<file path="src/rtl/bsqrt_pkg.sv">
// Shared types and constants for the bisection square root unit.
`default_nettype none
package bsqrt_pkg;

  localparam int unsigned TolReset = 66;

  typedef struct packed {
    logic load;
    logic mul;
    logic sum;
    logic update;
  } dp_cmd_t;

  typedef struct packed {
    logic within_tol;
    logic collapse;
  } dp_status_t;

endpackage
`default_nettype wire

</file>
<file path="src/rtl/bsqrt_dp.sv">
// Datapath: search bounds, split squaring, difference test and tolerance register.
`default_nettype none
module bsqrt_dp #(
  parameter int DATA_WIDTH = 32,
  parameter int FRAC_BITS  = 16
) (
  input  wire logic                     clk,
  input  wire logic                     rst_n,
  input  wire bsqrt_pkg::dp_cmd_t       cmd,
  output bsqrt_pkg::dp_status_t         status,
  input  wire logic                     cfg_we,
  input  wire logic [DATA_WIDTH-1:0]    cfg_data,
  input  wire logic [DATA_WIDTH-1:0]    radicand,
  output logic      [DATA_WIDTH-1:0]    root
);
  import bsqrt_pkg::*;

  localparam int AW = (DATA_WIDTH > FRAC_BITS) ? DATA_WIDTH : FRAC_BITS + 1;
  localparam int H  = (AW + 1) / 2;
  localparam int SW = 4 * H;

  logic [DATA_WIDTH-1:0] tol_r;
  logic [AW-1:0]         lo_r;
  logic [AW-1:0]         hi_r;
  logic [AW-1:0]         guess_r;
  logic [2*H-1:0]        p00_r;
  logic [2*H-1:0]        p01_r;
  logic [2*H-1:0]        p11_r;
  logic [SW-1:0]         sq_r;
  logic [SW-1:0]         target_r;

  logic [AW-1:0]         x_ext;
  logic [AW-1:0]         one;
  logic [AW-1:0]         hi_init;
  logic [2*H-1:0]        g_ext;
  logic [H-1:0]          a0;
  logic [H-1:0]          a1;
  logic [SW-1:0]         tol_s;
  logic                  gt;
  logic [SW-1:0]         diff;
  logic [AW-1:0]         half_lo;
  logic [AW-1:0]         half_hi;
  logic [AW-1:0]         guess_nxt;

  assign x_ext   = AW'(radicand);
  assign one     = AW'(1) << FRAC_BITS;
  assign hi_init = (x_ext >= one) ? x_ext : one;

  assign g_ext = (2*H)'(guess_r);
  assign a0    = g_ext[H-1:0];
  assign a1    = g_ext[2*H-1:H];

  assign tol_s     = SW'(tol_r) << FRAC_BITS;
  assign gt        = sq_r > target_r;
  assign diff      = gt ? (sq_r - target_r) : (target_r - sq_r);
  assign half_lo   = (guess_r - lo_r) >> 1;
  assign half_hi   = (hi_r - guess_r) >> 1;
  assign guess_nxt = gt ? (lo_r + half_lo) : (guess_r + half_hi);

  assign status.within_tol = diff < tol_s;
  assign status.collapse   = guess_nxt == guess_r;
  assign root              = guess_r[DATA_WIDTH-1:0];

  always_ff @(posedge clk) begin
    if (!rst_n) begin
      tol_r <= DATA_WIDTH'(TolReset);
    end else if (cfg_we) begin
      tol_r <= cfg_data;
    end
  end

  always_ff @(posedge clk) begin
    if (cmd.load) begin
      lo_r     <= '0;
      hi_r     <= hi_init;
      guess_r  <= hi_init >> 1;
      target_r <= SW'(radicand) << FRAC_BITS;
    end
    if (cmd.mul) begin
      p00_r <= (2*H)'(a0) * (2*H)'(a0);
      p01_r <= (2*H)'(a0) * (2*H)'(a1);
      p11_r <= (2*H)'(a1) * (2*H)'(a1);
    end
    if (cmd.sum) begin
      sq_r <= (SW'(p11_r) << (2*H)) + (SW'(p01_r) << (H+1)) + SW'(p00_r);
    end
    if (cmd.update) begin
      if (gt) begin
        hi_r <= guess_r;
      end else begin
        lo_r <= guess_r;
      end
      guess_r <= guess_nxt;
    end
  end

endmodule
`default_nettype wire

</file>
<file path="src/rtl/bsqrt_ctrl.sv">
// Controller: sequences multiply, sum and evaluate phases and counts steps.
`default_nettype none
module bsqrt_ctrl #(
  parameter int MAX_STEPS = 48
) (
  input  wire logic                  clk,
  input  wire logic                  rst_n,
  input  wire logic                  start,
  output logic                       busy,
  output bsqrt_pkg::dp_cmd_t         cmd,
  input  wire bsqrt_pkg::dp_status_t status,
  output logic                       out_valid,
  output logic                       out_not_converged
);
  import bsqrt_pkg::*;

  localparam int SC = $clog2(MAX_STEPS + 1);

  typedef enum logic [1:0] {IdleSt, MulSt, SumSt, EvalSt} state_t;

  state_t        state_r, state_nxt;
  logic [SC-1:0] steps_r, steps_nxt;
  logic          valid_r, valid_nxt;
  logic          flag_r, flag_nxt;

  always_comb begin
    state_nxt = state_r;
    steps_nxt = steps_r;
    valid_nxt = 1'b0;
    flag_nxt  = flag_r;
    cmd       = '0;
    case (state_r)
      IdleSt: begin
        if (start) begin
          cmd.load  = 1'b1;
          steps_nxt = '0;
          state_nxt = MulSt;
        end
      end
      MulSt: begin
        cmd.mul   = 1'b1;
        state_nxt = SumSt;
      end
      SumSt: begin
        cmd.sum   = 1'b1;
        state_nxt = EvalSt;
      end
      EvalSt: begin
        if (status.within_tol) begin
          valid_nxt = 1'b1;
          flag_nxt  = 1'b0;
          state_nxt = IdleSt;
        end else if (steps_r == SC'(MAX_STEPS)) begin
          valid_nxt = 1'b1;
          flag_nxt  = 1'b1;
          state_nxt = IdleSt;
        end else begin
          cmd.update = 1'b1;
          steps_nxt  = SC'(steps_r + 1'b1);
          if (status.collapse) begin
            valid_nxt = 1'b1;
            flag_nxt  = 1'b1;
            state_nxt = IdleSt;
          end else begin
            state_nxt = MulSt;
          end
        end
      end
      default: begin
        state_nxt = IdleSt;
      end
    endcase
  end

  always_ff @(posedge clk) begin
    if (!rst_n) begin
      state_r <= IdleSt;
      steps_r <= '0;
      valid_r <= 1'b0;
      flag_r  <= 1'b0;
    end else begin
      state_r <= state_nxt;
      steps_r <= steps_nxt;
      valid_r <= valid_nxt;
      flag_r  <= flag_nxt;
    end
  end

  assign busy              = state_r != IdleSt;
  assign out_valid         = valid_r;
  assign out_not_converged = flag_r;

`ifndef SYNTHESIS
  a_strobe_idle: assert property (@(posedge clk) disable iff (!rst_n)
    valid_r |-> state_r == IdleSt)
    else $error("result strobe outside idle");
  a_strobe_single: assert property (@(posedge clk) disable iff (!rst_n)
    valid_r |=> !valid_r)
    else $error("result strobe longer than one cycle");
  a_steps_bound: assert property (@(posedge clk) disable iff (!rst_n)
    steps_r <= SC'(MAX_STEPS))
    else $error("step count beyond limit");
  a_update_eval: assert property (@(posedge clk) disable iff (!rst_n)
    cmd.update |-> (state_r == EvalSt && !status.within_tol))
    else $error("bound update outside a failed evaluation");
  a_eval_follows_sum: assert property (@(posedge clk) disable iff (!rst_n)
    state_r == EvalSt |-> $past(state_r) == SumSt)
    else $error("evaluate without fresh square");
`endif

endmodule
`default_nettype wire

</file>
<file path="src/rtl/bisection_square_root_unit.sv">
// Top level of the bisection square root unit: controller plus datapath.
//
//  channel | ports                                  | transfer
//  --------+----------------------------------------+-------------------------
//  input   | start, busy, in_radicand               | start & !busy at clk edge
//  result  | out_valid, out_root, out_not_converged | out_valid, one cycle
//  config  | cfg_valid, cfg_ready, cfg_data         | cfg_valid & cfg_ready
//
//  Each bisection step runs split multiply, partial product sum and
//  evaluate in turn. An item ends when the square is within tolerance,
//  after MAX_STEPS bound updates, or when an update collapses the interval.
//  One item at a time; busy is high from the transfer until the strobe cycle.
//  Reset is synchronous, active low, and loads tolerance 66.
//  The receiver cannot stall: the result is valid for its strobe cycle only.
`default_nettype none
module bisection_square_root_unit #(
  parameter int DATA_WIDTH = 32,
  parameter int FRAC_BITS  = 16,
  parameter int MAX_STEPS  = 48
) (
  input  wire logic                  clk,
  input  wire logic                  rst_n,
  input  wire logic                  start,
  output logic                       busy,
  input  wire logic [DATA_WIDTH-1:0] in_radicand,
  output logic                       out_valid,
  output logic      [DATA_WIDTH-1:0] out_root,
  output logic                       out_not_converged,
  input  wire logic                  cfg_valid,
  output logic                       cfg_ready,
  input  wire logic [DATA_WIDTH-1:0] cfg_data
);
  import bsqrt_pkg::*;

  dp_cmd_t    cmd;
  dp_status_t status;

  assign cfg_ready = 1'b1;

  bsqrt_ctrl #(
    .MAX_STEPS (MAX_STEPS)
  ) u_ctrl (
    .clk               (clk),
    .rst_n             (rst_n),
    .start             (start),
    .busy              (busy),
    .cmd               (cmd),
    .status            (status),
    .out_valid         (out_valid),
    .out_not_converged (out_not_converged)
  );

  bsqrt_dp #(
    .DATA_WIDTH (DATA_WIDTH),
    .FRAC_BITS  (FRAC_BITS)
  ) u_dp (
    .clk      (clk),
    .rst_n    (rst_n),
    .cmd      (cmd),
    .status   (status),
    .cfg_we   (cfg_valid & cfg_ready),
    .cfg_data (cfg_data),
    .radicand (in_radicand),
    .root     (out_root)
  );

endmodule
`default_nettype wire

</file>
<file path="config.mk">
export PLATFORM = sky130hd
export DESIGN_NAME = bisection_square_root_unit
export DESIGN_NICKNAME = d
export VERILOG_FILES = /design/src/rtl/bsqrt_pkg.sv /design/src/rtl/bsqrt_dp.sv /design/src/rtl/bsqrt_ctrl.sv /design/src/rtl/bisection_square_root_unit.sv
export SDC_FILE = /design/constraint.sdc
export NUM_CORES = 2
export LEC_CHECK = 0
export ABC_AREA = 1
export BUFFER_PORTS_ARGS = -buffer_cell sky130_fd_sc_hd__buf_2
export CORE_MARGIN = 10
export CORE_UTILIZATION = 35
export DETAILED_ROUTE_END_ITERATION = 10
export GPL_ROUTABILITY_DRIVEN = 0
export GPL_TIMING_DRIVEN = 1
export PLACE_DENSITY = 0.57
export SYNTH_ARGS = -nofsm -noshare
export SYNTH_HDL_FRONTEND = slang
export SYNTH_SLANG_ARGS = --single-unit
</file>
<file path="constraint.sdc">
create_clock -name clk -period 12.7 [get_ports clk]
set_clock_uncertainty 0.2 [all_clocks]
set_input_delay 2.54 -clock clk [delete_from_list [all_inputs] [get_ports clk]]
set_output_delay 2.54 -clock clk [all_outputs]
set_load 0.1 [all_outputs]
</file>
# Yosys cells after proc, flatten, opt, wreduce, memory -nomap -nowiden
# Cells that the tools add are included.
dict set report totals {
  register_bits 330
  output_inout_bits 36
  word_cells 77
}
dict set report classes {
  n_addsub 9
  mul 3
  magnitude_cmp 3
  eq_ne 8
  mux 33
  n_reduce_logical 8
}
# cell count
set ops {}
lappend ops {{$mux W32} 10}
lappend ops {{$mul A16 B16 Y32} 3}
lappend ops {{$add A32 B31 Y32} 2}
lappend ops {{$add A64 B32 Y64} 1}
lappend ops {{$add A64 B49 Y64} 1}
lappend ops {{$gt A64 B48 Y1} 1}
lappend ops {{$lt A64 B48 Y1} 1}
lappend ops {{$mux W64} 1}
lappend ops {{$sub A32 B32 Y32} 2}
lappend ops {{$sub A48 B64 Y64} 1}
lappend ops {{$sub A64 B48 Y64} 1}
lappend ops {{$eq A32 B32 Y1} 1}
lappend ops {{$ge A32 B17 Y1 const B} 1}
lappend ops {{$mux W6} 3}
lappend ops {{$mux W1} 14}
lappend ops {{$pmux W6 S2} 1}
lappend ops {{$pmux W2 S4} 1}
lappend ops {{$add A6 B1 Y6 const B} 1}
lappend ops {{$eq A6 B6 Y1 const B} 1}
lappend ops {{$mux W2} 3}
lappend ops {{$ne A2 B2 Y1 const B} 3}
lappend ops {{$reduce_bool A2 Y1} 3}
lappend ops {{$eq A2 B2 Y1 const B} 2}
lappend ops {{$reduce_and A2 Y1} 2}
lappend ops {{4 further kinds} 4}

# Depth between registers and ports, before layout
dict set report logic_depth {
  depth_word 8
  depth_mapped 43
  ltp_nobuf 43
}

# By module
# Synthesis repeated with hierarchy kept, for this count alone.
dict set report hier_totals {
  hier_cells 6508
  hier_area_um2 49473.7
}
# module n_inst cells_per_inst area_per_inst_um2 seq_area_each_um2
set by_module_without_submodules {}
lappend by_module_without_submodules {bsqrt_dp 1 6415 48825.6 8558.2}
lappend by_module_without_submodules {bsqrt_ctrl 1 91 636.9 200.2}
lappend by_module_without_submodules {bisection_square_root_unit 1 2 11.3 0.0}

# Worst setup path after synthesis
# No wires, ideal clock.
dict set report synth_timing {
  path_kind {register to register}
  startpoint {register u_dp.guess_r[9], in the netlist u_dp.root[9]}
  endpoint {register u_dp.p01_r[28], data pin}
  setup_ns 0.262
  arrival_time_ns 6.655
  t_required_ns 12.238
  path_slack_ns 5.583
  path_stages_with_launch 26
  synth_period_minus_slack_ns 7.117
  cell_sequence {edfxtp_1 > clkbuf_1 > clkbuf_1 > nand2_1 > fa_1 > inv_1 > fa_1 > inv_1 > fa_1 > fa_1 > inv_1 > fa_1 > inv_1 > fa_1 > inv_1 > ha_1 > nand2_1 > inv_1 > a21oi_1 > o21ai_0 > a21oi_1 > o21bai_1 > a21oi_1 > o21ai_0 > a21oi_1 > xor2_1}
}
dict set report synth_between {
  elab_chain_cells 1
}
# item line
set synth_lines {}
lappend synth_lines {{from (decl)} bsqrt_dp.sv:25} ;# logic [AW-1:0] guess_r;
lappend synth_lines {{from (signal assigned)} bsqrt_dp.sv:76} ;# guess_r <= hi_init >> 1;
lappend synth_lines {{from (signal assigned)} bsqrt_dp.sv:93} ;# guess_r <= guess_nxt;
lappend synth_lines {{$mul A16 B16 Y32} bsqrt_dp.sv:81} ;# p01_r <= (2*H)'(a0) * (2*H)'(a1);
lappend synth_lines {{to (signal assigned)} bsqrt_dp.sv:81}
lappend synth_lines {{to (decl)} bsqrt_dp.sv:27} ;# logic [2*H-1:0] p01_r;
# Every way passes these cells.
# A chain may end at the register's enable or synchronous reset.

# Final worst setup path
dict set report layout_timing {
  startpoint {register u_dp.guess_r[2], in the netlist u_dp.root[2]}
  endpoint {register u_ctrl.flag_r, in the netlist u_ctrl.out_not_converged}
}
dict set report layout_between {
  elab_chain_cells 6
  word_cells_on_any_way 8
  classes_between {4 x add/sub; 1 x eq/ne; 1 x mux; 2 x reduce/logical}
}
# item line
set layout_lines {}
lappend layout_lines {{$sub A32 B32 Y32 (on tied branches)} {bsqrt_dp.sv:57, bsqrt_dp.sv:56}}
lappend layout_lines {{$add A32 B31 Y32} bsqrt_dp.sv:58} ;# assign guess_nxt = gt ? (lo_r + half_lo) : (guess_r + half_hi);
lappend layout_lines {{$mux W32} bsqrt_dp.sv:58}
lappend layout_lines {{$eq A32 B32 Y1 *} bsqrt_dp.sv:61} ;# assign status.collapse = guess_nxt == guess_r;
lappend layout_lines {{$reduce_bool A3 Y1 (no source line) *} -}
lappend layout_lines {{$reduce_and A2 Y1 (no source line) *} -}
lappend layout_lines {{to (signal assigned)} bsqrt_ctrl.sv:85} ;# flag_r <= flag_nxt;
lappend layout_lines {{to (decl)} bsqrt_ctrl.sv:24} ;# logic flag_r, flag_nxt;
# Every way passes the cells marked *; elsewhere a longest branch is shown, timed or not.

==> flow_metrics.py <==
metrics = {
    "outcome": {
        "status": "finished clean",
    },
    "min_path": {
        "hold_class": "flip-flop to flip-flop",
    },
    "cells_and_area": {
        "area_growth_pct": 7.94,
        "layout-drive-gt1-share_pct": 4.09,
        "fillers": 14800,
        "layout.nets": 7749,
    },
    "placement": {
        "port_buffers": 102,
        "post-dp-hpwl_microns": 128000,
    },
    "setup_path": {
        "setup.worst_path.start_class": "flip-flop",
        "path_max_fanout": 21,
        "cp.required_ns": 13.04,
        "cp_top_family": "compound AO/OA/AOI/OAI gates",
        "critPathSlowestCell": "edfxtp_1",
        "cp.arrival_ns": 8.22,
        "cpMostUsedCell": "nand2_1",
        "endpoint_kind": "flip-flop",
        "cp_num_buf_inv": 2,
        "critPathKind": "flip-flop to flip-flop",
        "cpPeakStageDelay_ns": 0.84,
    },
    "grt": {
        "grt_usage_pct": 19.5,
        "gr-usage-met3_pct": 2.73,
        "antenna_found_initial": 13,
        "grt_pass1_vias": 43600,
        "grtUsageMet2_pct": 32.6,
        "grt_busiest_layer": "met2",
        "grt-ovfl-total": 0,
        "grt_pass1_wl_microns": 243000,
        "grt_max_degree": 65,
        "met1_usage_pct": 25.5,
    },
    "synthesis": {
        "synth_fp_nets": 7739,
        "synth.avg_cell_area_sq_um": 7.53,
        "yosysWarningCount": 0,
        "synth_ff_type": "edfxtp_1",
        "yosysSeqAreaShare_pct": 17.7,
        "async_reset_ff_share_pct": 0,
        "synth_seq_cells": 327,
        "synthesis.area_sq_mm": 0.0496,
        "synth_cell_types": 61,
        "synth_cells": 6588,
        "synth_edf_count": 221,
    },
    "timing": {
        "slew_violations": 0,
        "fin_crit_ns": 7.88,
        "rsz0062_at_grt": "no",
        "worstMarginPinSlew_ns": 0.998,
        "slew_headroom_pct": 33.4,
        "setup_viol": 0,
        "tns_ns": 0,
        "fin_crit_sh_pct": 62.1,
        "final_hold_viol_count": 0,
        "max_freq_mhz": 127,
    },
    "die": {
        "design.die.area_sq_mm": 0.157,
        "die_h_microns": 396,
        "ioPinCount": 104,
        "initial_core_util_pct": 35.1,
        "rows": 138,
        "core_sq_mm": 0.141,
        "die_w_microns": 396,
    },
    "route": {
        "routed_via_density": 5.02,
        "antenna_left": 0,
        "vias": 42800,
        "drc": 0,
        "wl_per_cell_microns": 18.3,
        "routed_wl_microns": 156000,
        "first_pass_iters": 6,
        "first_iter_violations": 2925,
    },
    "clocking": {
        "clockBufferDepth": 3,
        "cts_root_buf": "clkbuf_16",
        "clk_pin_slew_ns": 0.06,
        "cts.sinks": 327,
        "cts_buffers": 41,
        "cts.htree.levels": 2,
        "post_cts_buffers": 0,
        "cts_tree": "built",
        "cts_hold_buffers": 0,
        "cts_resized": 0,
        "insertion_delay_ns": 0.61,
    },
    "flow_run": {
        "drv_cap": 0,
    },
}
-- cell usage in the layout (no fill, tap or decap), types with 5 or more instances in the layout --
| cell type | instances |
|---|---|
| a21oi_1 | 433 |
| nand2_2 | 10 |
| nor2_4 | 6 |
| nand3_1 | 198 |
| o21a_1 | 18 |
| edfxtp_1 | 221 |
| clkinv_4 | 6 |
| buf_4 | 49 |
| nand3b_1 | 5 |
| a21o_1 | 21 |
| nor3_1 | 55 |
| clkbuf_16 | 42 |
| buf_2 | 102 |
| nor2_2 | 10 |
| o31ai_1 | 5 |
| o221ai_1 | 6 |
| bufinv_16 | 7 |
| nand2_1 | 1557 |
| o21ai_0 | 282 |
| or2_2 | 9 |
| nand4_1 | 63 |
| a31oi_1 | 20 |
| ha_1 | 553 |
| clkinv_2 | 5 |
| a21boi_0 | 9 |
| clkinv_1 | 8 |
| nor4_1 | 12 |
| inv_1 | 1447 |
| a211oi_1 | 9 |
| xor2_1 | 174 |
| inv_2 | 6 |
| dfxtp_1 | 106 |
| mux2i_1 | 16 |
| a221oi_1 | 8 |
| o21bai_1 | 31 |
| nor2_1 | 358 |
| o211ai_1 | 10 |
| fa_1 | 528 |
| xnor2_1 | 106 |
| o21ai_1 | 79 |
-- stage by stage --
stage | setup WS [ns] | utilization (%) | std cells | hold WS [ns] | cell area (sq um)
detailed placement | 4.89 | 36.9 | 8445 | 0.205 | 52100
finish | 4.82 | 37.9 | 8524 | 0.216 | 53600
floorplan | 5.58 | - | 6588 | 0.200 | 49600
CTS | 4.91 | 37.9 | 8521 | 0.218 | 53500
global route | 4.28 | 37.9 | 8522 | 0.222 | 53500
global placement | 5.01 | 36.9 | 8445 | 0.203 | 52100
-- cells by family after synthesis --
family | share of synthesized area (%)
XOR/XNOR | 4.94
adder cells (fa/ha/maj) | 35.3
buffers and inverters | 12.6
AND/OR/NAND/NOR | 18.8
other | 0.00756
multiplexers | 0.323
flip-flops | 17.7
AO/OA/AOI/OAI | 10.4
-- routing by layer --
metal  share of wire [%]  vias to the layer above
met1                  43                    20400
li1                    -                    20600
met5               0.013                        -
met2                  46                     1571
met4                 4.0                        4
met3                 7.6                      330
-- worst reg2reg max path: cells and delay by family, from the launching register on --
kind / cells / cell delay, ns
compound gates: 13 / 2.94
xor+xnor: 1 / 0.22
fa+ha+maj: 2 / 0.73
buf+inv: 2 / 0.65
flops: 1 / 0.84
simple gates: 18 / 2.23
-- worst paths after layout --
kind,start,to,slack [ns],cells past startpoint
hold reg to reg,u_dp.p00_r[10]$_DFFE_PN_,u_dp.sq_r[10]$_DFFE_PN_,0.22,0
setup / recovery,u_dp.root[2]$_DFFE_PP_,u_ctrl.out_not_converged$_SDFFE_PN0P_,4.82,36
hold / removal,u_dp.p00_r[10]$_DFFE_PN_,u_dp.sq_r[10]$_DFFE_PN_,0.22,0
setup reg to reg,u_dp.root[2]$_DFFE_PP_,u_ctrl.out_not_converged$_SDFFE_PN0P_,4.82,36
-- synthesized netlist by cell type (63+ instances only) --
| cell | number | area share (%) |
|---|---|---|
| nand3_1 | 198 | 2.0 |
| clkbuf_1 | 147 | 1.1 |
| o21ai_0 | 282 | 2.8 |
| nand4_1 | 63 | 0.79 |
| edfxtp_1 | 221 | 13 |
| xor2_1 | 174 | 3.1 |
| xnor2_1 | 106 | 1.9 |
| fa_1 | 528 | 21 |
| dfxtp_1 | 106 | 4.3 |
| inv_1 | 1447 | 11 |
| nor2_1 | 358 | 2.7 |
| nand2_1 | 1558 | 12 |
| ha_1 | 555 | 14 |
| a21oi_1 | 433 | 4.4 |
| o21ai_1 | 79 | 0.80 |
-- layout make-up --
| cell class | instances | area [sq um] | share of cell area, % |
|---|---|---|---|
| Clock buffer | 44 | 1060 | 1.98 |
| Inverter | 1454 | 5460 | 10.2 |
| Timing Repair Buffer | 151 | 878 | 1.64 |
| Sequential cell | 327 | 8760 | 16.4 |
| Multi-Input combinational cell | 4623 | 34600 | 64.7 |
| Clock inverter | 32 | 390 | 0.729 |
| Tap cell | 1890 | 2360 | 4.42 |
| Antenna cell | 3 | 7.51 | 0.0140 |
-- flip-flops by register name, summed over array words and instances, names as in the netlist --
register	cells
u_dp.sq_r	63
u_ctrl.state_r	2
u_dp.root	32
u_dp.hi_r	32
u_dp.lo_r	32
u_ctrl.out_valid	1
u_dp.p00_r	31
u_dp.p11_r	31
u_ctrl.out_not_converged	1
u_dp.tol_r	32
u_dp.p01_r	32
u_dp.target_r	32
u_ctrl.steps_r	6
Power is not shown: default switching activity piles up to over one toggle a cycle in this logic, so the estimate is an artifact.
